### src/hw/rtl/bezier_path_flattener_macros.svh
// assertion macros for the bezier path flattener
// no dependencies; taken in by the files that carry assertions
`ifndef BEZIER_PATH_FLATTENER_MACROS_SVH
`define BEZIER_PATH_FLATTENER_MACROS_SVH
`ifndef SYNTHESIS
`define BPF_ASSERT_IMP(lbl, ck, rn, ante, cons) \
	lbl: assert property (@(posedge ck) disable iff (!rn) (ante) |-> (cons)) \
		else $error("bpf assertion failed");
`define BPF_ASSERT_NXT(lbl, ck, rn, ante, cons) \
	lbl: assert property (@(posedge ck) disable iff (!rn) (ante) |=> (cons)) \
		else $error("bpf assertion failed");
`else
`define BPF_ASSERT_IMP(lbl, ck, rn, ante, cons)
`define BPF_ASSERT_NXT(lbl, ck, rn, ante, cons)
`endif
`endif

### src/hw/rtl/bpf_pkg.sv
// shared types and constants of the bezier path flattener
// no dependencies; used by every rtl module of the block
package bpf_pkg;

	localparam int SEG_W  = 6;
	localparam int DEN_W  = 18;
	localparam int SUM_W  = 23;
	localparam int RAD_W  = 42;

	localparam logic [2:0] CMD_MOVE  = 3'd0;
	localparam logic [2:0] CMD_LINE  = 3'd1;
	localparam logic [2:0] CMD_QUAD  = 3'd2;
	localparam logic [2:0] CMD_CUBIC = 3'd3;
	localparam logic [2:0] CMD_CLOSE = 3'd4;

	localparam logic [1:0] OP_MOVE  = 2'd0;
	localparam logic [1:0] OP_LINE  = 2'd1;
	localparam logic [1:0] OP_CLOSE = 2'd2;

	localparam logic REG_MIN_SEG = 1'b0;
	localparam logic REG_MAX_SEG = 1'b1;

	localparam logic [SEG_W-1:0] MIN_SEG_RST = 6'd4;
	localparam logic [SEG_W-1:0] MAX_SEG_RST = 6'd63;

	localparam logic [SUM_W-1:0] LEG_SAT    = 23'h100000;
	localparam logic [SUM_W-1:0] ROUND_HALF = 23'd512;
	localparam logic [RAD_W-1:0] ROOT_BIT0  = {2'b01, 40'b0};
	localparam logic [4:0]       ROOT_STEPS = 5'd20;

	typedef struct packed {
		logic [SEG_W-1:0] min_seg;
		logic [SEG_W-1:0] max_seg;
	} cfg_t;

	typedef struct packed {
		logic full;
		logic empty;
	} fifo_stat_t;

endpackage

### src/hw/rtl/bpf_fifo.sv
// two-entry command queue between front and back end
// depends on bpf_pkg
module bpf_fifo #(
	parameter int W = 8
) (
	input  logic                clk,
	input  logic                arst_n,
	input  logic                push,
	input  logic [W-1:0]        wdata,
	input  logic                pop,
	output logic [W-1:0]        rdata,
	output bpf_pkg::fifo_stat_t stat
);

	logic [W-1:0] mem_q [2];
	logic         wp_q, rp_q;
	logic [1:0]   cnt_q;

	assign rdata      = mem_q[rp_q];
	assign stat.full  = (cnt_q == 2'd2);
	assign stat.empty = (cnt_q == 2'd0);

	always_ff @(posedge clk) begin
		if (push) begin
			mem_q[wp_q] <= wdata;
		end
	end

	always_ff @(posedge clk or negedge arst_n) begin
		if (!arst_n) begin
			wp_q  <= 1'b0;
			rp_q  <= 1'b0;
			cnt_q <= 2'd0;
		end else begin
			if (push) begin
				wp_q <= !wp_q;
			end
			if (pop) begin
				rp_q <= !rp_q;
			end
			if (push && !pop) begin
				cnt_q <= cnt_q + 2'd1;
			end else if (pop && !push) begin
				cnt_q <= cnt_q - 2'd1;
			end
		end
	end

endmodule

### config.mk
export PLATFORM = sky130hd
export DESIGN_NAME = bpf_fifo
export DESIGN_NICKNAME = d
export VERILOG_FILES = /design/src/hw/rtl/bezier_path_flattener_macros.svh /design/src/hw/rtl/bpf_pkg.sv /design/src/hw/rtl/bpf_fifo.sv
export SDC_FILE = /design/constraint.sdc
export NUM_CORES = 1
export LEC_CHECK = 0
export BUFFER_PORTS_ARGS = -buffer_cell sky130_fd_sc_hd__buf_2
export CAP_MARGIN = 15
export CORE_UTILIZATION = 40
export DETAILED_ROUTE_END_ITERATION = 7
export HOLD_SLACK_MARGIN = 0.1
export MAX_ROUTING_LAYER = met4
export PLACE_DENSITY = 0.74
export SYNTH_ARGS = -nofsm -noshare
export SYNTH_HDL_FRONTEND = slang
export SYNTH_SLANG_ARGS = --single-unit
export TNS_END_PERCENT = 1
### constraint.sdc
create_clock -name clk -period 1.9 [get_ports clk]
set_clock_uncertainty 0.2 [all_clocks]
set_input_delay 0.475 -clock clk [delete_from_list [all_inputs] [get_ports clk]]
set_output_delay 0.475 -clock clk [all_outputs]
set_load 0.005 [all_outputs]
==> impl_summary.log, run 1 <==
INFO  metric outcome = complete, but fails checks
INFO  metric failed_checks = setup timing
INFO  metric global_route_wire_length_before_repair = 1.49 mm
INFO  metric worstMarginPinSlew = around 0.38 ns
INFO  metric crit_type = reg -> out
INFO  metric worstPathRequired = between 1 and 1.5 ns
INFO  metric number_of_buffers_created_by_cts = 3
INFO  metric initial_utilization = between 40% and 50%
INFO  metric postSynthNetCount = 54
INFO  metric critical_path_arrival = around 1.3 ns
INFO  metric grt_pass1_vias = 354
INFO  metric worstPathMaxFanout = 5
INFO  metric grt_antenna_before_repair = 0
INFO  metric layout-drive-gt1-share = around 54%
INFO  metric synth.avg_cell_area = between 15 and 20 sq um
INFO  metric detailedRoute.firstIterationViolations = 12
INFO  metric die-height = 45.9 um
INFO  metric muxShareOfSynthArea = between 10% and 20%
INFO  metric io_pins = 22
INFO  metric synth_cell_types = 12
INFO  metric synth_top_family_by_area = multiplexers
INFO  metric setup_viol_count_final = 8
INFO  metric synthesis.yosys.warnings = 0
INFO  metric count_of_vias_placed_by_the_detailed_router = 421
INFO  metric share_of_the_core_filled_with_cells = a little over half
INFO  metric area.growth.synth_to_final = 24.5%
INFO  metric clockRootBuffer = sky130_fd_sc_hd__clkbuf_4
INFO  metric slowest_delay = 0.38 ns
INFO  metric critPathLaunchType = register
INFO  metric gp_congestion = 0.633
INFO  metric cts.clk_slew.worst_paths = roughly 0.090 ns
INFO  metric critPathTopFamily = flip-flops
INFO  metric storage_element_area = approximately 580 sq um
INFO  metric overflow = 0
INFO  metric fin_worst_hold_slack = roughly 0.17 ns
INFO  metric synthTopCellsByArea = sky130_fd_sc_hd__edfxtp_1 (62%), sky130_fd_sc_hd__dfrtp_1 (13%), sky130_fd_sc_hd__mux2_2 (12%)
INFO  metric port_buffers = 21
INFO  metric die_width = roughly 46 um
INFO  metric clock_sinks = 20
INFO  metric cts_htree_levels = 1
INFO  metric area_fraction_in_and_or_nand_and_nor_cells_after_synthesis = 3.73%
INFO  metric groute.usage.overall = 11.8%
INFO  metric critical_path_buffers_and_inverters = 2
INFO  metric multi_input_comb_area = approximately 180 sq um
INFO  metric drcViolationCount = 0
INFO  metric total_chip_power = roughly 0.0012 W
INFO  metric yosys.area.top_type = sky130_fd_sc_hd__edfxtp_1
INFO  metric grt_start_max_net_pins = 11
INFO  metric core_area = between 0.0015 and 0.002 sq mm
INFO  metric num_antenna_cells = 0
INFO  metric n_fill_cell = between 150 and 200
INFO  metric max-vdd-ir-drop = between 600 and 700 uV
INFO  metric final_max_slew_viol_count = 0
INFO  metric rows = 15
INFO  metric postRouteAntennaNets = 0
INFO  metric ys_seq_elements = 20
INFO  metric critical_path.cell_chain = buf_6, mux2_2, buf_2
INFO  metric compound_cell_area_share_of_the_yosys_netlist = 0%
INFO  metric post-route-period-util = 102%
INFO  metric worst_hold_path_type = in -> reg
INFO  metric vias_per_std_cell = 4.53
INFO  metric routed_wirelength = between 1 and 1.5 mm
INFO  metric timing.max_cap.violations = 0
INFO  metric synth_top_area_share = between 60 and 70%
INFO  metric clockBufferDepth = 2
INFO  metric synth_adder_area_share = under 10%
INFO  metric ys_seq_area_share = roughly 75%
INFO  metric post_synth_inst_count = slightly above 40
INFO  metric postLayoutSetupSlackWorst = -0.0353 ns
INFO  metric yosys.area_share.xor_xnor = 5.68%
INFO  metric hpwl = 726 um
INFO  metric post_synth_instance_area = a little under 800 sq um
INFO  metric die_area = roughly 0.0021 sq mm
INFO  metric highest_count_cells_in_the_layout_ignoring_fill_and_taps = sky130_fd_sc_hd__buf_2 (21), sky130_fd_sc_hd__edfxtp_1 (16), sky130_fd_sc_hd__mux2_2 (8), sky130_fd_sc_hd__xor2_1 (4)
INFO  metric maxClockFrequency = roughly 520 MHz
INFO  metric clock_insertion_delay_at_the_later_pin_of_the_skew_report = 0.29 ns
INFO  metric power.static_leakage = approximately 0.4 nW
INFO  metric wire_per_inst = ~11 um
INFO  metric setup_repair_after_global_routing_missed_its_margin = true
INFO  metric period_minus_slack = about 1.9 ns
INFO  metric tritoncts = yes
INFO  metric drt_pass1_iterations = 4
INFO  metric final_net_count = between 80 and 90
INFO  metric layout_commonest_cell = sky130_fd_sc_hd__buf_2
INFO  metric hold_viol = 0
INFO  metric end_kind = output pin
INFO  metric worst_rel_slew_slack = 74.5%
INFO  metric cpMaxStageDelayCell = sky130_fd_sc_hd__dfrtp_2
INFO  metric power_per_cell_area = 1290 mW/mm^2
[Yosys cell counts]
library cell / instances
sky130_fd_sc_hd__edfxtp_1: 16
sky130_fd_sc_hd__mux2_2: 8
sky130_fd_sc_hd__dfrtp_1: 4
sky130_fd_sc_hd__xor2_1: 4
sky130_fd_sc_hd__nor2_1: 2
sky130_fd_sc_hd__and2_1: 1
sky130_fd_sc_hd__and2b_2: 1
sky130_fd_sc_hd__buf_6: 1
sky130_fd_sc_hd__ha_1: 1
sky130_fd_sc_hd__inv_1: 1
sky130_fd_sc_hd__nor2b_1: 1
sky130_fd_sc_hd__xnor2_1: 1
[state kept, by name, indices dropped and copies added, names as in the netlist]
register / count
wp_q: 1
mem_q: 16
rp_q: 1
cnt_q: 2
[per-stage QoR]
stage / instance area [sq um] / cells / TNS (ns) / setup slack [ns]
after CTS: 956 / 93 / -0.167 / -0.0316
after global placement: 903 / 87 / 0 / 0.162
final: 960 / 93 / -0.118 / -0.0353
after global routing: 960 / 93 / -0.503 / -0.0757
after floorplan: 771 / 41 / 0 / 0.432
after detailed placement: 903 / 87 / 0 / 0.140
[cells by family (layout without fill, tap and decap cells)]
| kind of cell | count (synthesis) | count (layout) |
|---|---|---|
| xor gates and xnor gates | 5 | 5 |
| adders and majority gates | 1 | 1 |
| buffers and inverters | 2 | 29 |
| DFF | 20 | 20 |
| muxes | 8 | 8 |
| and+or+nand+nor | 5 | 5 |
[path summary, 6_finish.rpt]
path / slack (ns) / from / depth (start not counted) / endpoint
setup / recovery: -0.04 / rp_q$_DFFE_PN0P_ / 3 / rdata[5]
hold / removal: 0.17 / wdata[7] / 1 / mem_q[0][7]$_DFFE_PP_
setup reg to reg: 0.62 / wp_q$_DFFE_PN0P_ / 1 / mem_q[1][0]$_DFFE_PP_
hold reg to reg: 0.29 / wp_q$_DFFE_PN0P_ / 1 / wp_q$_DFFE_PN0P_
max in group asynchronous: 1.06 / arst_n / 2 / rp_q$_DFFE_PN0P_
min in group asynchronous: 0.31 / arst_n / 2 / wp_q$_DFFE_PN0P_
[layout make-up]
| cell class | instances | area share, % |
|---|---|---|
| Clock buffer | 3 | 2.35 |
| Inverter | 1 | 0.391 |
| Timing Repair Buffer | 25 | 15.1 |
| Multi-Input combinational cell | 19 | 18.3 |
| Sequential cell | 20 | 60.6 |
| Tap cell | 25 | 3.26 |
[per-layer routing]
layer	share of wire [%]	GRT usage, %	routed length, um
met4	1.2	7.06	12
met1	43	12.8	447
met3	6.5	5.95	67
met5	0	-	0
met2	49	17.2	505
[power breakdown]
part           total (W)  internal, W  switching, W
sequential      0.000648     0.000598     0.0000509
clock           0.000181    0.0000736      0.000107
combinational   0.000413     0.000240      0.000173
total            0.00124     0.000911      0.000331
[timing repair]
item,4_1_cts,5_1_grt
hold buffers,1,0
hold endpoints to repair,4,0
endpoints found under the setup margin,8,8
gates resized for setup,4,1
setup buffers,2,0
(Power assumes the default switching activity.)
==> run 2: changes to the inputs <==
--- a/config.mk
+++ b/config.mk
@@ -5,9 +5,11 @@
 export SDC_FILE = /design/constraint.sdc
 export NUM_CORES = 1
 export LEC_CHECK = 0
+export ABC_AREA = 1
 export BUFFER_PORTS_ARGS = -buffer_cell sky130_fd_sc_hd__buf_2
 export CAP_MARGIN = 15
 export CORE_UTILIZATION = 40
+export CTS_CLUSTER_SIZE = 20
 export DETAILED_ROUTE_END_ITERATION = 7
 export HOLD_SLACK_MARGIN = 0.1
 export MAX_ROUTING_LAYER = met4
==> run 2 against run 1 <==
  * The flow still finishes with violations (setup timing)
  * Hold slack got worse by 0.0065 ns
  * Maximum frequency fell by 1.2%
  * Cell count rose by 13%
  * Clock power rose by 85%
  * Sequential share of layout area fell by 7.8 points
  * First-iteration DRC count fell by 58%
  * Synthesized area rose by 6.2%
  * Critical path depth did not move
  * Routed wire length rose by 30%
  * Sequential power rose by 2%
  * Synthesized cell count rose by 22%
  * Core utilization rose by 6.2 points
==> impl_summary.log, run 2 <==
INFO  metric end_kind = output pin
INFO  metric power_per_cell_area = 1450 mW/mm^2 (+12%)
INFO  metric clock_insertion_delay_at_the_later_pin_of_the_skew_report = 0.29 ns (about the same)
INFO  metric groute.usage.overall = 14.5% (+2.7 points)
INFO  metric ys_seq_area_share = 70.9% (-4.4 points)
INFO  metric post_synth_instance_area = 818 sq um (+6.2%)
INFO  metric failed_checks = setup timing
INFO  metric register_with_the_most_flip_flops = mem_q
INFO  metric wire_per_inst = 12.8 um (+15%)
INFO  metric post_synth_edffs = 16 (unchanged)
INFO  metric die_area = 0.00223 sq mm (+5.9%)
INFO  metric tritoncts = yes
INFO  metric rows = 15 (unchanged)
INFO  metric number_of_buffers_created_by_cts = 3 (unchanged)
INFO  metric io_pins = 22 (unchanged)
INFO  metric synth_flop_cell = sky130_fd_sc_hd__edfxtp_1
INFO  metric synth-async-reset-ratio = 20.0% (unchanged)
INFO  metric postLayoutSetupSlackWorst = -0.0578 ns (-0.0225 ns)
INFO  metric power.static_leakage = 0.500 nW (+27%)
INFO  metric yosys.area.top_type = sky130_fd_sc_hd__edfxtp_1
INFO  metric grt_start_max_net_pins = 13 (+2)
INFO  metric worst_hold_path_type = in -> reg
INFO  metric finish.instance_area = 0.00110 sq mm (+15%)
INFO  metric total_chip_power = 0.00160 W (+29%)
INFO  metric synthesis.yosys.warnings = 0 (unchanged)
INFO  metric count_of_vias_placed_by_the_detailed_router = 468 (+11%)
INFO  metric cpMaxStageDelayCell = sky130_fd_sc_hd__dfrtp_2
INFO  metric core_area = 0.00182 sq mm (+3.2%)
INFO  metric placed_cells = 96 (+10%)
INFO  metric post_layout_nonfiller_instances = 105 (+13%)
INFO  metric gp_congestion = 0.606 (-4.2%)
INFO  metric layout-drive-gt1-share = 48.8% (-5.7 points)
INFO  metric cts.clk_slew.worst_paths = 0.11 ns (+0.02 ns)
INFO  metric critPathLaunchType = register
INFO  metric synth.avg_cell_area = 16.4 sq um (-13%)
INFO  metric highest_count_cells_in_the_layout_ignoring_fill_and_taps = sky130_fd_sc_hd__edfxtp_1 (16), sky130_fd_sc_hd__buf_2 (13), sky130_fd_sc_hd__buf_6 (10), sky130_fd_sc_hd__mux2_4 (8), sky130_fd_sc_hd__inv_1 (7)
INFO  metric synth_top_family_by_area = multiplexers
INFO  metric drt_pass1_iterations = 2 (-2)
INFO  metric die-height = 47.2 um (+2.9%)
INFO  metric drcViolationCount = 0 (unchanged)
INFO  metric synthTopCellsByArea = sky130_fd_sc_hd__edfxtp_1 (59%), sky130_fd_sc_hd__mux2_4 (15%), sky130_fd_sc_hd__dfrtp_1 (12%)
INFO  metric timing.max_cap.violations = 0 (unchanged)
INFO  metric final_max_slew_viol_count = 0 (unchanged)
INFO  metric tns = -0.425 ns (-0.306 ns)
INFO  metric yosys.area_share.xor_xnor = 3.21% (-2.5 points)
INFO  metric cts_htree_levels = 1 (unchanged)
INFO  metric port_buffers = 21 (unchanged)
INFO  metric postRouteAntennaNets = 0 (unchanged)
INFO  metric die_width = 47.2 um (+2.9%)
INFO  metric clock_sinks = 20 (unchanged)
INFO  metric outcome = complete, but fails checks
INFO  metric synth_top_area_share = 58.7% (-3.6 points)
INFO  metric worstPathRequired = 1.22 ns (about the same)
INFO  metric area_fraction_in_and_or_nand_and_nor_cells_after_synthesis = 5.05% (+1.3 points)
INFO  metric clockRootBuffer = sky130_fd_sc_hd__clkbuf_4
INFO  metric synth_cell_types = 12 (unchanged)
INFO  metric post-route-period-util = 103% (+1.2 points)
INFO  metric ys_seq_elements = 20 (unchanged)
INFO  metric synth_common_cells = sky130_fd_sc_hd__edfxtp_1 (16), sky130_fd_sc_hd__mux2_4 (8), sky130_fd_sc_hd__inv_1 (7)
INFO  metric setup_repair_after_global_routing_missed_its_margin = true
INFO  metric critical_path_arrival = 1.28 ns (+0.02 ns)
INFO  metric placed_cell_area = 951 sq um (+5.3%)
INFO  metric global_route_wire_length_before_repair = 2.01 mm (+35%)
INFO  metric largest_register_ff_count = 16 (unchanged)
INFO  metric worstPathMaxFanout = 3 (-2)
INFO  metric period_minus_slack = 1.96 ns (+0.0225 ns)
INFO  metric grt_pass1_vias = 441 (+25%)
INFO  metric synthMostInstantiatedCell = sky130_fd_sc_hd__edfxtp_1
INFO  metric detailedRoute.firstIterationViolations = 5 (-7)
INFO  metric slowest_delay = 0.44 ns (+0.06 ns)
INFO  metric num_antenna_cells = 0 (unchanged)
INFO  metric setup_viol_count_final = 8 (unchanged)
INFO  metric hold_viol = 0 (unchanged)
INFO  metric routed_wirelength = 1.34 mm (+30%)
INFO  metric postSynthNetCount = 63 (+17%)
INFO  metric muxShareOfSynthArea = 14.7% (+3.0 points)
INFO  metric vias_per_std_cell = 4.46 (-1.5%)
INFO  metric critical_path.cell_chain = buf_4, mux2_4, buf_6
INFO  metric synth_adder_area_share = 1.53% (-0.094 points)
INFO  metric initial_utilization = 44.9% (+1.3 points)
INFO  metric max-vdd-ir-drop = 821 uV (+18%)
INFO  metric layout_commonest_cell = sky130_fd_sc_hd__edfxtp_1
INFO  metric overflow = 0 (unchanged)
INFO  metric clockBufferDepth = 2 (unchanged)
INFO  metric area.growth.synth_to_final = 34.7%
INFO  metric worst_rel_slew_slack = 77.3% (+2.8 points)
INFO  metric compound_cell_area_share_of_the_yosys_netlist = 0% (unchanged)
INFO  metric maxClockFrequency = 511 MHz (-1.2%)
INFO  metric reg_top3 = mem_q: 16 flops, cnt_q: 2 flops
INFO  metric post_synth_inst_count = 50 (+22%)
INFO  metric worstMarginPinSlew = 0.340 ns (-0.0421 ns)
INFO  metric crit_type = reg -> out
INFO  metric grt_antenna_before_repair = 0 (unchanged)
INFO  metric final_net_count = 94 (+13%)
-- run 2: per-layer routing --
metal / global-route usage (%) / vias up / wire, um
met2: 25.2 / 15 / 753
met5: - / - / 0
met4: 5.14 / 0 / 0
met1: 16.1 / 219 / 554
li1: - / 234 / -
met3: 3.46 / 0 / 33
-- run 2: stage by stage --
stage	setup WS [ns]	hold WS, ns	utilization (%)
after global routing	-0.110	0.134	60.5
after global placement	0.121	0.0820	52.2
after detailed placement	0.106	0.0877	52.2
final	-0.0578	0.164	60.5
after CTS	-0.0611	0.150	59.5
after floorplan	0.435	-0.0206	-
-- run 2: worst paths after layout --
kind | from | end | slack [ns] | depth (start not counted)
max in group asynchronous | arst_n | rp_q$_DFFE_PN0P_ | 1.06 | 2
min | wdata[0] | mem_q[0][0]$_DFFE_PP_ | 0.16 | 1
min reg2reg | wp_q$_DFFE_PN0P_ | wp_q$_DFFE_PN0P_ | 0.31 | 1
min in group asynchronous | arst_n | wp_q$_DFFE_PN0P_ | 0.30 | 2
max | rp_q$_DFFE_PN0P_ | rdata[1] | -0.06 | 3
max reg2reg | wp_q$_DFFE_PN0P_ | mem_q[1][5]$_DFFE_PP_ | 0.65 | 2
-- run 2: power breakdown --
group	internal (W)	leakage, nW	switching, W
registers	0.000597	0.196	0.0000635
logic	0.000381	0.276	0.000223
clock network	0.000213	0.0279	0.000122
-- run 2: area by class of cell --
class	count	area, sq um
fill	145	718
sequential	20	582
timing repair buffer	27	210
multi-input combinational	22	200
tap	25	31.3
clock inverter	1	30.0
inverter	7	26.3
clock buffer	3	22.5
-- run 2: worst max-delay path, delay by kind of cell, from the launching register on --
| kind | cells | cell delay (ns) |
|---|---|---|
| buffers and inverters | 2 | 0.26 |
| flip-flops | 1 | 0.44 |
| multiplexers | 1 | 0.30 |
-- run 2: repair_timing --
item                                    CTS  global route
cloned                                    0             0
resized for setup                         9             3
endpoints found under the hold margin     4             0
hold buffers                              1             0
setup buffers                             4             0
endpoints found under the setup margin    8             8
-- run 2: cell families (layout without fill, tap and decap cells) --
kind of cell | count (synthesis) | in the layout
flip-flops | 20 | 20
XOR/XNOR | 3 | 3
AND/OR/NAND/NOR | 10 | 10
adder cells (fa/ha/maj) | 1 | 1
multiplexers | 8 | 8
buffers and inverters | 8 | 38
