`src/hw/rtl/bezier_path_flattener_macros.svh`:
```
// assertion macros for the bezier path flattener
// no dependencies; taken in by the files that carry assertions
`ifndef BEZIER_PATH_FLATTENER_MACROS_SVH
`define BEZIER_PATH_FLATTENER_MACROS_SVH
`ifndef SYNTHESIS
`define BPF_ASSERT_IMP(lbl, ck, rn, ante, cons) \
	lbl: assert property (@(posedge ck) disable iff (!rn) (ante) |-> (cons)) \
		else $error("bpf assertion failed");
`define BPF_ASSERT_NXT(lbl, ck, rn, ante, cons) \
	lbl: assert property (@(posedge ck) disable iff (!rn) (ante) |=> (cons)) \
		else $error("bpf assertion failed");
`else
`define BPF_ASSERT_IMP(lbl, ck, rn, ante, cons)
`define BPF_ASSERT_NXT(lbl, ck, rn, ante, cons)
`endif
`endif

```
`src/hw/rtl/bpf_pkg.sv`:
```
// shared types and constants of the bezier path flattener
// no dependencies; used by every rtl module of the block
package bpf_pkg;

	localparam int SEG_W  = 6;
	localparam int DEN_W  = 18;
	localparam int SUM_W  = 23;
	localparam int RAD_W  = 42;

	localparam logic [2:0] CMD_MOVE  = 3'd0;
	localparam logic [2:0] CMD_LINE  = 3'd1;
	localparam logic [2:0] CMD_QUAD  = 3'd2;
	localparam logic [2:0] CMD_CUBIC = 3'd3;
	localparam logic [2:0] CMD_CLOSE = 3'd4;

	localparam logic [1:0] OP_MOVE  = 2'd0;
	localparam logic [1:0] OP_LINE  = 2'd1;
	localparam logic [1:0] OP_CLOSE = 2'd2;

	localparam logic REG_MIN_SEG = 1'b0;
	localparam logic REG_MAX_SEG = 1'b1;

	localparam logic [SEG_W-1:0] MIN_SEG_RST = 6'd4;
	localparam logic [SEG_W-1:0] MAX_SEG_RST = 6'd63;

	localparam logic [SUM_W-1:0] LEG_SAT    = 23'h100000;
	localparam logic [SUM_W-1:0] ROUND_HALF = 23'd512;
	localparam logic [RAD_W-1:0] ROOT_BIT0  = {2'b01, 40'b0};
	localparam logic [4:0]       ROOT_STEPS = 5'd20;

	typedef struct packed {
		logic [SEG_W-1:0] min_seg;
		logic [SEG_W-1:0] max_seg;
	} cfg_t;

	typedef struct packed {
		logic full;
		logic empty;
	} fifo_stat_t;

endpackage

```
`src/hw/rtl/bpf_front.sv`:
```
// front end: accepts path commands, keeps pen and subpath start, builds queue entries
// depends on bpf_pkg
module bpf_front #(
	parameter int CB = 24
) (
	input  logic                  clk,
	input  logic                  arst_n,
	input  logic                  in_valid,
	output logic                  in_ready,
	input  logic [2:0]            cmd,
	input  logic signed [CB-1:0]  p0_x,
	input  logic signed [CB-1:0]  p0_y,
	input  logic signed [CB-1:0]  p1_x,
	input  logic signed [CB-1:0]  p1_y,
	input  logic signed [CB-1:0]  p2_x,
	input  logic signed [CB-1:0]  p2_y,
	input  bpf_pkg::fifo_stat_t   qstat,
	output logic                  push,
	output logic [3+8*CB-1:0]     entry
);

	logic [CB-1:0] last_x_q, last_y_q, start_x_q, start_y_q;
	logic [CB-1:0] pt0_x, pt0_y;
	logic          acc, curve;

	assign in_ready = !qstat.full;
	assign acc      = in_valid && in_ready;
	assign push     = acc && (cmd <= bpf_pkg::CMD_CLOSE);
	assign curve    = (cmd == bpf_pkg::CMD_QUAD) || (cmd == bpf_pkg::CMD_CUBIC);

	always_comb begin
		if (curve) begin
			pt0_x = last_x_q;
			pt0_y = last_y_q;
		end else if (cmd == bpf_pkg::CMD_CLOSE) begin
			pt0_x = start_x_q;
			pt0_y = start_y_q;
		end else begin
			pt0_x = p0_x;
			pt0_y = p0_y;
		end
	end

	assign entry = {cmd, pt0_x, pt0_y, p0_x, p0_y, p1_x, p1_y, p2_x, p2_y};

	always_ff @(posedge clk or negedge arst_n) begin
		if (!arst_n) begin
			last_x_q  <= '0;
			last_y_q  <= '0;
			start_x_q <= '0;
			start_y_q <= '0;
		end else if (acc) begin
			case (cmd)
				bpf_pkg::CMD_MOVE: begin
					last_x_q  <= p0_x;
					last_y_q  <= p0_y;
					start_x_q <= p0_x;
					start_y_q <= p0_y;
				end
				bpf_pkg::CMD_LINE: begin
					last_x_q <= p0_x;
					last_y_q <= p0_y;
				end
				bpf_pkg::CMD_QUAD: begin
					last_x_q <= p1_x;
					last_y_q <= p1_y;
				end
				bpf_pkg::CMD_CUBIC: begin
					last_x_q <= p2_x;
					last_y_q <= p2_y;
				end
				bpf_pkg::CMD_CLOSE: begin
					last_x_q <= start_x_q;
					last_y_q <= start_y_q;
				end
				default: begin
				end
			endcase
		end
	end

endmodule

```
`config.mk`:
```
export PLATFORM = sky130hd
export DESIGN_NAME = bpf_front
export DESIGN_NICKNAME = d
export VERILOG_FILES = /design/src/hw/rtl/bezier_path_flattener_macros.svh /design/src/hw/rtl/bpf_pkg.sv /design/src/hw/rtl/bpf_front.sv
export SDC_FILE = /design/constraint.sdc
export NUM_CORES = 1
export LEC_CHECK = 0
export BUFFER_PORTS_ARGS = -buffer_cell sky130_fd_sc_hd__buf_2
export CELL_PAD_IN_SITES_DETAIL_PLACEMENT = 1
export CELL_PAD_IN_SITES_GLOBAL_PLACEMENT = 1
export CORE_ASPECT_RATIO = 0.75
export CORE_MARGIN = 8
export CORE_UTILIZATION = 28
export DETAILED_ROUTE_END_ITERATION = 10
export PLACE_DENSITY = 0.78
export SYNTH_ARGS = -nofsm -noshare
export SYNTH_HDL_FRONTEND = slang
export SYNTH_SLANG_ARGS = --single-unit
```
`constraint.sdc`:
```
create_clock -name clk -period 2.5 [get_ports clk]
set_clock_uncertainty 0.1 [all_clocks]
set_input_delay 0.25 -clock clk [delete_from_list [all_inputs] [get_ports clk]]
set_output_delay 0.25 -clock clk [all_outputs]
set_load 0.01 [all_outputs]
```
==> impl_results.md, run 1 <==
- Relative slew slack: between 50% and 60%
- DRC Markers: 0
- Global route overflow: 0
- First-pass DRT Iterations: 4
- Crit-path max FO: 48
- Die Ht: 150 um
- Post-Synthesis Cell Area: ~6700 um^2
- Sw frac: between 30 and 40%
- Crit path largest cell delay: around 0.31 ns
- Reg-to-reg setup timing slack: 1.31 ns
- Total track usage: between 10% and 20%
- Clock sink count: 96
- Post-CTS Hold Fix Bufs: 1
- Setup crit end: entry[180]
- #FFs+latches synth: between 90 and 100
- First-pass GRT wire length: ~41000 um
- N_diodes: 0
- Tmin final: between 2 and 2.5 ns
- Clock Power Share: roughly 30%
- Post-CTS Setup Repair Bufs: 0
- Number of global-route vias before repair: slightly above 7000
- CP startpoint: cmd[1]
- Via Count: between 6000 and 7000
- Final Slew Violations: 0
- Die Area: a little under 30000 um^2
- Kind of critical path: in -> out
- Post-DP HPWL: slightly above 20000 um
- Total Wirelength: around 27000 um
- Syn Area/Cell: a little under 9 um^2
- CTS H-tree lvls: 3
- Synth Warn #: 0
- Routed WL per cell: around 21 um
- Design area: ~8000 um^2
- Worst r2r src: start_y_q[12]
- Worst skew pair latency: 0.35 ns
- Sum Neg Setup Slack: 0 ns
- Register area: between 2000 and 2500 um^2
- Placed Area: 7670 um^2
- Syn Inst Count: between 700 and 800
- Seq pwr share: between 40% and 50%
- Crit start category: input pin
- Multi-input logic area: around 2900 um^2
- CTS max path bufs: 2
- End of the worst register-to-register path: last_y_q[12]
- Initial Util: approximately 28%
- DRT antenna net count: 0
- Net switching power figure: roughly 1.6 mW
- Comb pwr share: 28.7%
- IO Pins: around 350
- CP endpoint kind: primary output
- Share of cells above drive strength 1: between 40% and 50%
- Sequential area share after synthesis: a little over a third
- Number of buffers added on ports: 347
- RSZ-0062 raised after global routing: no
- CTS Root Cell: clkbuf_16
- Area Growth Syn to Fin: 19.7%
- Final Power: between 4 and 5 mW
- Achievable Freq: approximately 0.5 GHz
- Run status: complete, no violations
- Cell Pwr Density: 617 nW/um^2
- Iter 0 DRT Violations: 239
- TritonCTS clock tree: built
- Row count: slightly below 50
- Total CTS buffers: 9
- Min-delay worst type: in -> reg
- Via-to-Cell Ratio: 5.14
- Critical Path Slowest Stage Cell: buf_4
- Worst Path Arrival: roughly 1.7 ns
- Final count of negative-setup-slack endpoints: 0
- Core box area: 23700 um^2
- Fill cells: approximately 2900
- Cell variety after synth: 27
- Clock slew at reported path FFs: about 0.080 ns
- Chip width: 194 um
- Initial antenna violation count: 2
- Final hold vios: 0
- CTS resizes: 0
- Measured slew at the worst slew-check pin: roughly 0.68 ns
- Max-Cap Viols: 0
- VDD IR max: 0.000307 V
- Period utilization: about four fifths
- Worst EP required: 2.15 ns
- Internal Power: about 3.3 mW
- Reg2reg path depth: 3
- Lkg Pwr: ~3.9 nW
- Nets: around 1100
- Post-synth net total: ~920
- CP Cell Sequence: buf_2, and2_2, buf_4, a32o_1, a21o_1, a21o_1, buf_2
- GPL Wtd Cong: between 0.8 and 0.9
- Largest net degree at the start of global routing: 58
==> how the worst min path moves through the flow <==
stage / startpoint / end / depth (start not counted)
2_1_floorplan: arst_n / last_x_q[0] / 0
3_3_place_gp: arst_n / last_x_q[5] / 1
3_5_place_dp: arst_n / last_x_q[5] / 1
4_1_cts: p0_x[0] / start_x_q[0] / 2
5_1_grt: p0_x[0] / start_x_q[0] / 2
6_report: p0_x[0] / start_x_q[0] / 2
==> layer usage <==
metal  GRT usage, %  part of all wire, %  up-vias  wire, um
met1           21.1                   42     3181     11300
met4           4.27                  1.2        4       328
met3           5.37                  7.0       31      1860
met2           31.4                   49      280     13200
li1               -                    -     2934         -
met5              0                0.082        -        22
==> registers in the layout, indices dropped and copies added (netlist names) <==
register,count
last_x_q,24
last_y_q,24
start_x_q,24
start_y_q,24
==> Yosys cell counts (all sizes together) <==
master / instances / area share, %
buf: 189 / 20
dfrtp: 96 / 36
nor2: 67 / 3.8
nand3: 66 / 4.9
a21oi: 65 / 4.9
mux2: 48 / 8.1
o21ai: 48 / 3.6
a211oi: 33 / 3.7
a31oi: 33 / 3.1
nand2: 33 / 1.9
a21o: 30 / 3.4
clkbuf: 21 / 1.2
a32o: 15 / 2.2
o22a: 15 / 2.0
inv: 2 / 0.11
nor2b: 2 / 0.19
or2: 2 / 0.19
and2: 1 / 0.094
and3b: 1 / 0.13
nand2b: 1 / 0.094
nor3: 1 / 0.15
==> stage by stage <==
| step | util [%] | hold WS [ns] | setup slack [ns] | instances |
|---|---|---|---|---|
| 5_1_grt | 33.8 | 0.0501 | 0.364 | 1250 |
| 2_1_floorplan | - | -0.146 | 0.854 | 769 |
| 3_5_place_dp | 32.4 | 0.174 | 0.376 | 1233 |
| 6_report | 33.8 | 0.0638 | 0.476 | 1250 |
| 3_3_place_gp | 32.4 | 0.179 | 0.411 | 1233 |
| 4_1_cts | 33.8 | 0.0402 | 0.449 | 1250 |
==> cells in the final DEF, fill, tap and decap left out, drive strengths merged, types with 33 or more instances in the layout <==
cell    synthesis  final
o21ai          48     48
a31oi          33     33
a211oi         33     33
dfrtp          96     96
nand2          33     33
buf           189    368
mux2           48     48
nor2           67     67
a21oi          65     65
nand3          66     66
==> worst max-delay path: cells and delay by family <==
kind,cells,cell delay [ns]
buffers and inverters,3,0.60
AND/OR/NAND/NOR,1,0.19
AO/OA/AOI/OAI,3,0.62
==> cell families after synthesis <==
kind of cell           share of synthesized area, %
AOI/OAI and AO/OA                              22.9
buffers and inverters                          21.5
and+or+nand+nor                                11.5
DFF                                            36.0
muxes                                          8.10
==> cell type report <==
| cell class | count | area share, % |
|---|---|---|
| tap | 306 | 4.79 |
| clock buffer | 10 | 2.99 |
| timing repair buffer | 369 | 25.1 |
| inverter | 2 | 0.0940 |
| sequential | 96 | 30.1 |
| clock inverter | 6 | 0.846 |
| multi-input combinational | 461 | 36.1 |
==> power by group through the flow <==
stage | Combinational [mW] | Sequential, mW | Clock [mW]
after CTS | 1.44 | 2.06 | 1.52
after global placement | 1.39 | 2.06 | 0
after global routing | 1.56 | 2.10 | 1.57
after detailed placement | 1.44 | 2.09 | 0
final | 1.41 | 2.06 | 1.46
after floorplan | 0.959 | 2.04 | 0
Power figures use the tool's default switching activity.
==> run 2, diff against run 1 <==
--- a/config.mk
+++ b/config.mk
@@ -12,7 +12,7 @@
 export CORE_MARGIN = 8
 export CORE_UTILIZATION = 28
 export DETAILED_ROUTE_END_ITERATION = 10
-export PLACE_DENSITY = 0.78
+export PLACE_DENSITY = 0.81
 export SYNTH_ARGS = -nofsm -noshare
 export SYNTH_HDL_FRONTEND = slang
 export SYNTH_SLANG_ARGS = --single-unit
==> constraint.sdc (replaced) <==
create_clock -name clk -period 1.6 [get_ports clk]
set_clock_uncertainty 0.1 [all_clocks]
set_input_delay 0.16 -clock clk [delete_from_list [all_inputs] [get_ports clk]]
set_output_delay 0.16 -clock clk [all_outputs]
set_load 0.01 [all_outputs]
==> impl_results.md, run 2 (synthesized netlist as in run 1, its figures left out) <==
- Initial antenna violation count: 0
- Run status: finished, violations left
- Met1 usage: roughly 23%
- Post-route setup slack: -0.130 ns
- Clock sink count: 96
- Fill cells: around 2800
- Worst skew pair latency: about 0.34 ns
- Measured slew at the worst slew-check pin: between 0.9 and 1 ns
- Met3 Usage GRT: 6.25%
- IO Pins: 349
- Crit start category: input pin
- Final hold vios: 0
- Chip width: between 150 and 200 um
- Final Slew Violations: 0
- Violated checks: setup timing
- Clock slew at reported path FFs: around 0.070 ns
- CP dominant cell by count: a21o_1
- Commonest non-fill, non-tap cell in the layout: buf_2
- Die Area: between 20000 and 30000 um^2
- VDD IR max: ~0.0005 V
- Reg-to-reg setup timing slack: roughly 0.070 ns
- Period utilization: 108%
- Setup crit end: entry[190]
- End of the worst register-to-register path: last_y_q[6]
- Worst r2r src: start_y_q[6]
- Lkg Pwr: ~4.7 nW
- Worst path top cell family by delay: compound AO/OA/AOI/OAI gates
- Iter 0 DRT Violations: 251
- RSZ-0062 raised after global routing: yes
- Crit-path max FO: 20
- Most frequent cells in the layout: buf_2, dfrtp_1, buf_4, nor2_1, a21oi_1
- Largest net degree at the start of global routing: 97
- CP startpoint: cmd[2]
- M2 GR Usage: a little over a third
- First-pass DRT Iterations: 5
- Buf/Inv on CP: 3
- Fin util: between 40% and 50%
- N_diodes: 0
- CTS Root Cell: clkbuf_16
- Max-Cap Viols: 0
- Worst Hold Depth: 2
- Internal Power: between 5 and 6 mW
- Net switching power figure: 2.73 mW
- Final count of negative-setup-slack endpoints: 15
- First-pass GRT wire length: 45400 um
- Crit. path cell count: 7
- Worst Path Arrival: 1.47 ns
- Initial Util: around 28%
- Worst EP required: ~1.3 ns
- TritonCTS clock tree: built
- Clock Power Share: between 20% and 30%
- Total CTS buffers: 9
- Via Count: around 7000
- CP Cell Sequence: buf_4, and2_2, buf_8, a32o_1, a21o_1, a21o_1, buf_6
- Post-DP HPWL: about 21000 um
- Cell Pwr Density: around 870 nW/um^2
- CTS H-tree lvls: 3
- Comb pwr share: around 33%
- Number of buffers added on ports: approximately 350
- Total Wirelength: around 31000 um
- DRC Markers: 0
- Nets: approximately 1200
- Global route overflow: 0
- Final Power: roughly 8.4 mW
- Area Growth Syn to Fin: 45.3%
- Core box area: between 20000 and 25000 um^2
- Tmin final: roughly 1.7 ns
- CTS max path bufs: 2
- Die Ht: about 150 um
- Row count: between 40 and 50
- Total track usage: around 20%
- Achievable Freq: roughly 0.58 GHz
- Share of cells above drive strength 1: ~53%
- Sw frac: between 30% and 40%
- DRT antenna net count: 0
- GPL Wtd Cong: 0.790
- Crit path largest cell delay: roughly 0.25 ns
- Grt peak-use layer: met2
- Hold WS: 0.0117 ns
- CP endpoint kind: primary output
- Via-to-Cell Ratio: 5.10
- Routed WL per cell: about 23 um
- Min-delay worst type: in -> reg
- Reg2reg path depth: 6
- Relative slew slack: about a third
- Kind of critical path: in -> out
- Critical Path Slowest Stage Cell: and2_2
- Seq pwr share: 38.9%
- Number of global-route vias before repair: 7779
## run 2: changes by cell type in the layout (fill, tap and decap cells not counted), moves of 3 or more
cell,previous run,this run
buf_6,0,31
clkbuf_16,9,12
buf_8,0,3
nand3_4,0,13
o21ai_2,0,8
o21ai_0,48,15
buf_4,15,72
buf_12,8,15
nand3_2,0,18
o21ai_1,0,24
dlygate4sd3_1,1,42
nand3_1,66,35
buf_2,345,320
## run 2: area by class of cell
cell class / instances / area (um^2) / area share (%)
Sequential cell: 96 / 2400 / 24.8
Inverter: 2 / 10.0 / 0.103
Multi-Input combinational cell: 461 / 3180 / 32.8
Timing Repair Buffer: 489 / 3420 / 35.3
Tap cell: 306 / 383 / 3.95
Clock buffer: 9 / 225 / 2.32
Clock inverter: 4 / 72.6 / 0.748
## run 2: per-layer routing
layer / vias to the layer above / routed length [um]
li1: 3191 / -
met1: 3447 / 12900
met2: 286 / 15400
met3: 46 / 1990
met4: 0 / 704
met5: - / 0
## run 2: timing repair
| item | 4_1_cts | 5_1_grt |
|---|---|---|
| gates resized for setup | 44 | 101 |
| hold endpoints to repair | 137 | 0 |
| buffers inserted | 13 | 14 |
| setup endpoints to repair | 36 | 60 |
| hold buffers | 42 | 0 |
| pin swaps | 3 | 20 |
| cloned | 3 | 3 |
## run 2: worst min path at each step
stage / end / slack [ns] / from
after floorplan: last_x_q[0] / -0.24 / arst_n
after global placement: last_x_q[7] / 0.16 / arst_n
after detailed placement: last_x_q[7] / 0.18 / arst_n
after CTS: start_x_q[16] / 0.0008 / p0_x[16]
after global routing: start_x_q[5] / 0.008 / p0_x[5]
final: start_x_q[16] / 0.01 / p0_x[16]
## run 2: power by group through the flow
stage	clock, mW	sequential (mW)	combinational, mW
after floorplan	0	3.18	1.50
after global placement	0	3.23	2.30
after detailed placement	0	3.27	2.36
after CTS	2.43	3.23	2.60
after global routing	2.50	3.34	3.04
final	2.35	3.28	2.81
## run 2: worst reg2reg max path: stages (launching register included)
cell and delay [ns]:
dfrtp_1 0.39, a32o_1 0.24, a21o_1 0.17, buf_4 0.13, buf_4 0.12, buf_4 0.12, o22a_1 0.14
## run 2: stage by stage
step	instances	setup TNS, ns	setup slack, ns	instance area, um^2
2_1_floorplan	769	0	0.105	6680
3_3_place_gp	1279	-13.38	-0.426	8060
3_5_place_dp	1279	-16.17	-0.410	8060
4_1_cts	1350	-1.62	-0.145	9070
5_1_grt	1367	-2.76	-0.184	9700
6_report	1367	-1.49	-0.130	9700
==> run 3, diff against run 2 <==
--- a/config.mk
+++ b/config.mk
@@ -13,6 +13,7 @@
 export CORE_UTILIZATION = 28
 export DETAILED_ROUTE_END_ITERATION = 10
 export PLACE_DENSITY = 0.81
+export REMOVE_ABC_BUFFERS = 1
 export SYNTH_ARGS = -nofsm -noshare
 export SYNTH_HDL_FRONTEND = slang
 export SYNTH_SLANG_ARGS = --single-unit
==> impl_results.md, run 3 (synthesized netlist as in run 1, its figures left out) <==
- Run status: finished, violations left
- Violated checks: setup timing
- Net switching power figure: between 2 and 3 mW
- Final count of negative-setup-slack endpoints: 24
- Via Count: 6964
- Internal Power: approximately 5.5 mW
- Initial Util: approximately 28%
- Relative slew slack: about 74%
- Core box area: roughly 24000 um^2
- Worst Hold Depth: 2
- Share of cells above drive strength 1: approximately 50%
- Crit-path max FO: 2
- Worst Path Arrival: around 1.5 ns
- Iter 0 DRT Violations: around 290
- CTS H-tree lvls: 3
- WHS Endpoint: start_y_q[9]
- Min-delay worst type: in -> reg
- Comb pwr share: between 30% and 40%
- End of the worst register-to-register path: last_y_q[12]
- Period utilization: 107%
- Total CTS buffers: 9
- Sw frac: between 30 and 40%
- Most frequent cells in the layout: buf_2, dfrtp_1, nor2_1, buf_4
- Nets: 1200
- Reg-to-reg setup timing slack: around 0.19 ns
- Row count: 49
- Placed Area: between 8000 and 9000 um^2
- Worst skew pair latency: ~0.35 ns
- DRT antenna net count: 0
- Routed WL per cell: between 20 and 25 um
- Worst r2r src: start_y_q[12]
- IO Pins: between 300 and 400
- Number of buffers added on ports: around 350
- Placement Setup Slack: -0.180 ns
- CTS Root Cell: clkbuf_16
- Total track usage: 18.8%
- Clock slew at reported path FFs: 0.08 ns
- Fill cells: 2797
- Dpl cells: about 1300
- Worst EP required: ~1.3 ns
- Kind of critical path: reg -> out
- Die Area: just under 30000 um^2
- Crit start category: flip-flop
- Register area: between 2000 and 2500 um^2
- RSZ-0062 raised after global routing: yes
- Non-filler instance count after layout: roughly 1400
- Global route overflow: 0
- TritonCTS clock tree: built
- Max-Cap Viols: 0
- First-pass DRT Iterations: 6
- Reg2reg path depth: 5
- DRC Markers: 0
- CP endpoint kind: primary output
- Tmin final: 1.71 ns
- First-pass GRT wire length: 43800 um
- Area Growth Syn to Fin: 40.0%
- Clock Power Share: 27.7%
- Final hold vios: 0
- Post-DP HPWL: 20400 um
- Via-to-Cell Ratio: a little over 5
- Design area: about 9300 um^2
- GPL Wtd Cong: 0.821
- Die Ht: about 150 um
- CTS max path bufs: 2
- N_diodes: 0
- Achievable Freq: between 0.5 and 0.6 GHz
- Initial antenna violation count: 0
- VDD IR max: approximately 0.00058 V
- Lkg Pwr: around 4.5 nW
- Commonest non-fill, non-tap cell in the layout: buf_2
- Clock sink count: 96
- Cell Pwr Density: between 800 and 900 nW/um^2
- Final Slew Violations: 0
- Largest net degree at the start of global routing: 50
- Hold wc startpoint: p0_y[9]
- Chip width: roughly 200 um
- Measured slew at the worst slew-check pin: 0.394 ns
- Number of global-route vias before repair: roughly 7900
- Total Wirelength: roughly 29000 um
- Post-route setup slack: -0.110 ns
- Multi-input logic area: approximately 3000 um^2
- Seq pwr share: around 40%
[run 3: cell types whose count changed in the layout (fill, tap and decap cells not counted), moves of 3 or more]
cell     change
nand3_1     +28
nand3_2     -15
buf_6       -13
nand3_4     -13
buf_2       +10
buf_4        -7
o21ai_1      -5
buf_12       +3
o21ai_2      +3
[run 3: worst max-delay path, stage by stage, from the launching register on]
cell and delay, ns:
dfrtp_1 0.39, a32o_1 0.24, a21o_1 0.17, a21o_1 0.17, buf_6 0.12
[run 3: how the worst max path moves through the flow]
stage	depth (start not counted)	startpoint	endpoint	slack, ns
2_1_floorplan	3	qstat[1]	start_x_q[0]	-1.50
3_3_place_gp	6	cmd[1]	last_y_q[20]	-0.20
3_5_place_dp	6	cmd[1]	last_y_q[20]	-0.18
4_1_cts	4	start_x_q[22]	entry[190]	-0.14
5_1_grt	4	start_y_q[12]	entry[156]	-0.16
6_report	4	start_y_q[12]	entry[156]	-0.11
[run 3: final cells by class]
| cell class | instances | share of cell area [%] |
|---|---|---|
| repair buffers | 478 | 35.0 |
| clock buffers | 9 | 2.41 |
| multi-input cells | 461 | 31.8 |
| flip-flops and latches | 96 | 25.7 |
| well taps | 306 | 4.10 |
| clock inverters | 7 | 0.830 |
| inverters | 2 | 0.107 |
[run 3: power groups by stage]
stage | registers, mW | clock network [mW] | logic, mW
floorplan | 3.18 | 0 | 1.03
global placement | 3.22 | 0 | 2.26
detailed placement | 3.27 | 0 | 2.34
CTS | 3.22 | 2.34 | 2.63
global route | 3.29 | 2.43 | 2.90
finish | 3.23 | 2.26 | 2.67
[run 3: metrics by stage]
step           hold WS (ns)  TNS, ns  power, mW  util, %
4_1_cts             0.00291    -2.13       8.19     39.0
2_1_floorplan        -0.236  -188.77       4.21        -
5_1_grt             0.00781    -3.68       8.62     39.5
3_3_place_gp         0.0781    -7.53       5.48     34.2
6_report             0.0218    -1.38       8.16     39.5
3_5_place_dp         0.0856   -10.42       5.61     34.2
[run 3: metal layers]
metal,vias up,track usage (%),wire length (um)
met4,0,6.21,642
met3,42,4.52,1850
met5,-,0,0
li1,3153,-,-
met2,287,34.6,14900
met1,3482,21.4,11200
[run 3: what timing repair did]
action	in CTS	in global routing
hold endpoints to repair	138	0
hold buffers	40	0
setup buffers	15	5
cloned	4	1
gates resized for setup	69	20
pin swaps	6	9
setup endpoints to repair	49	47
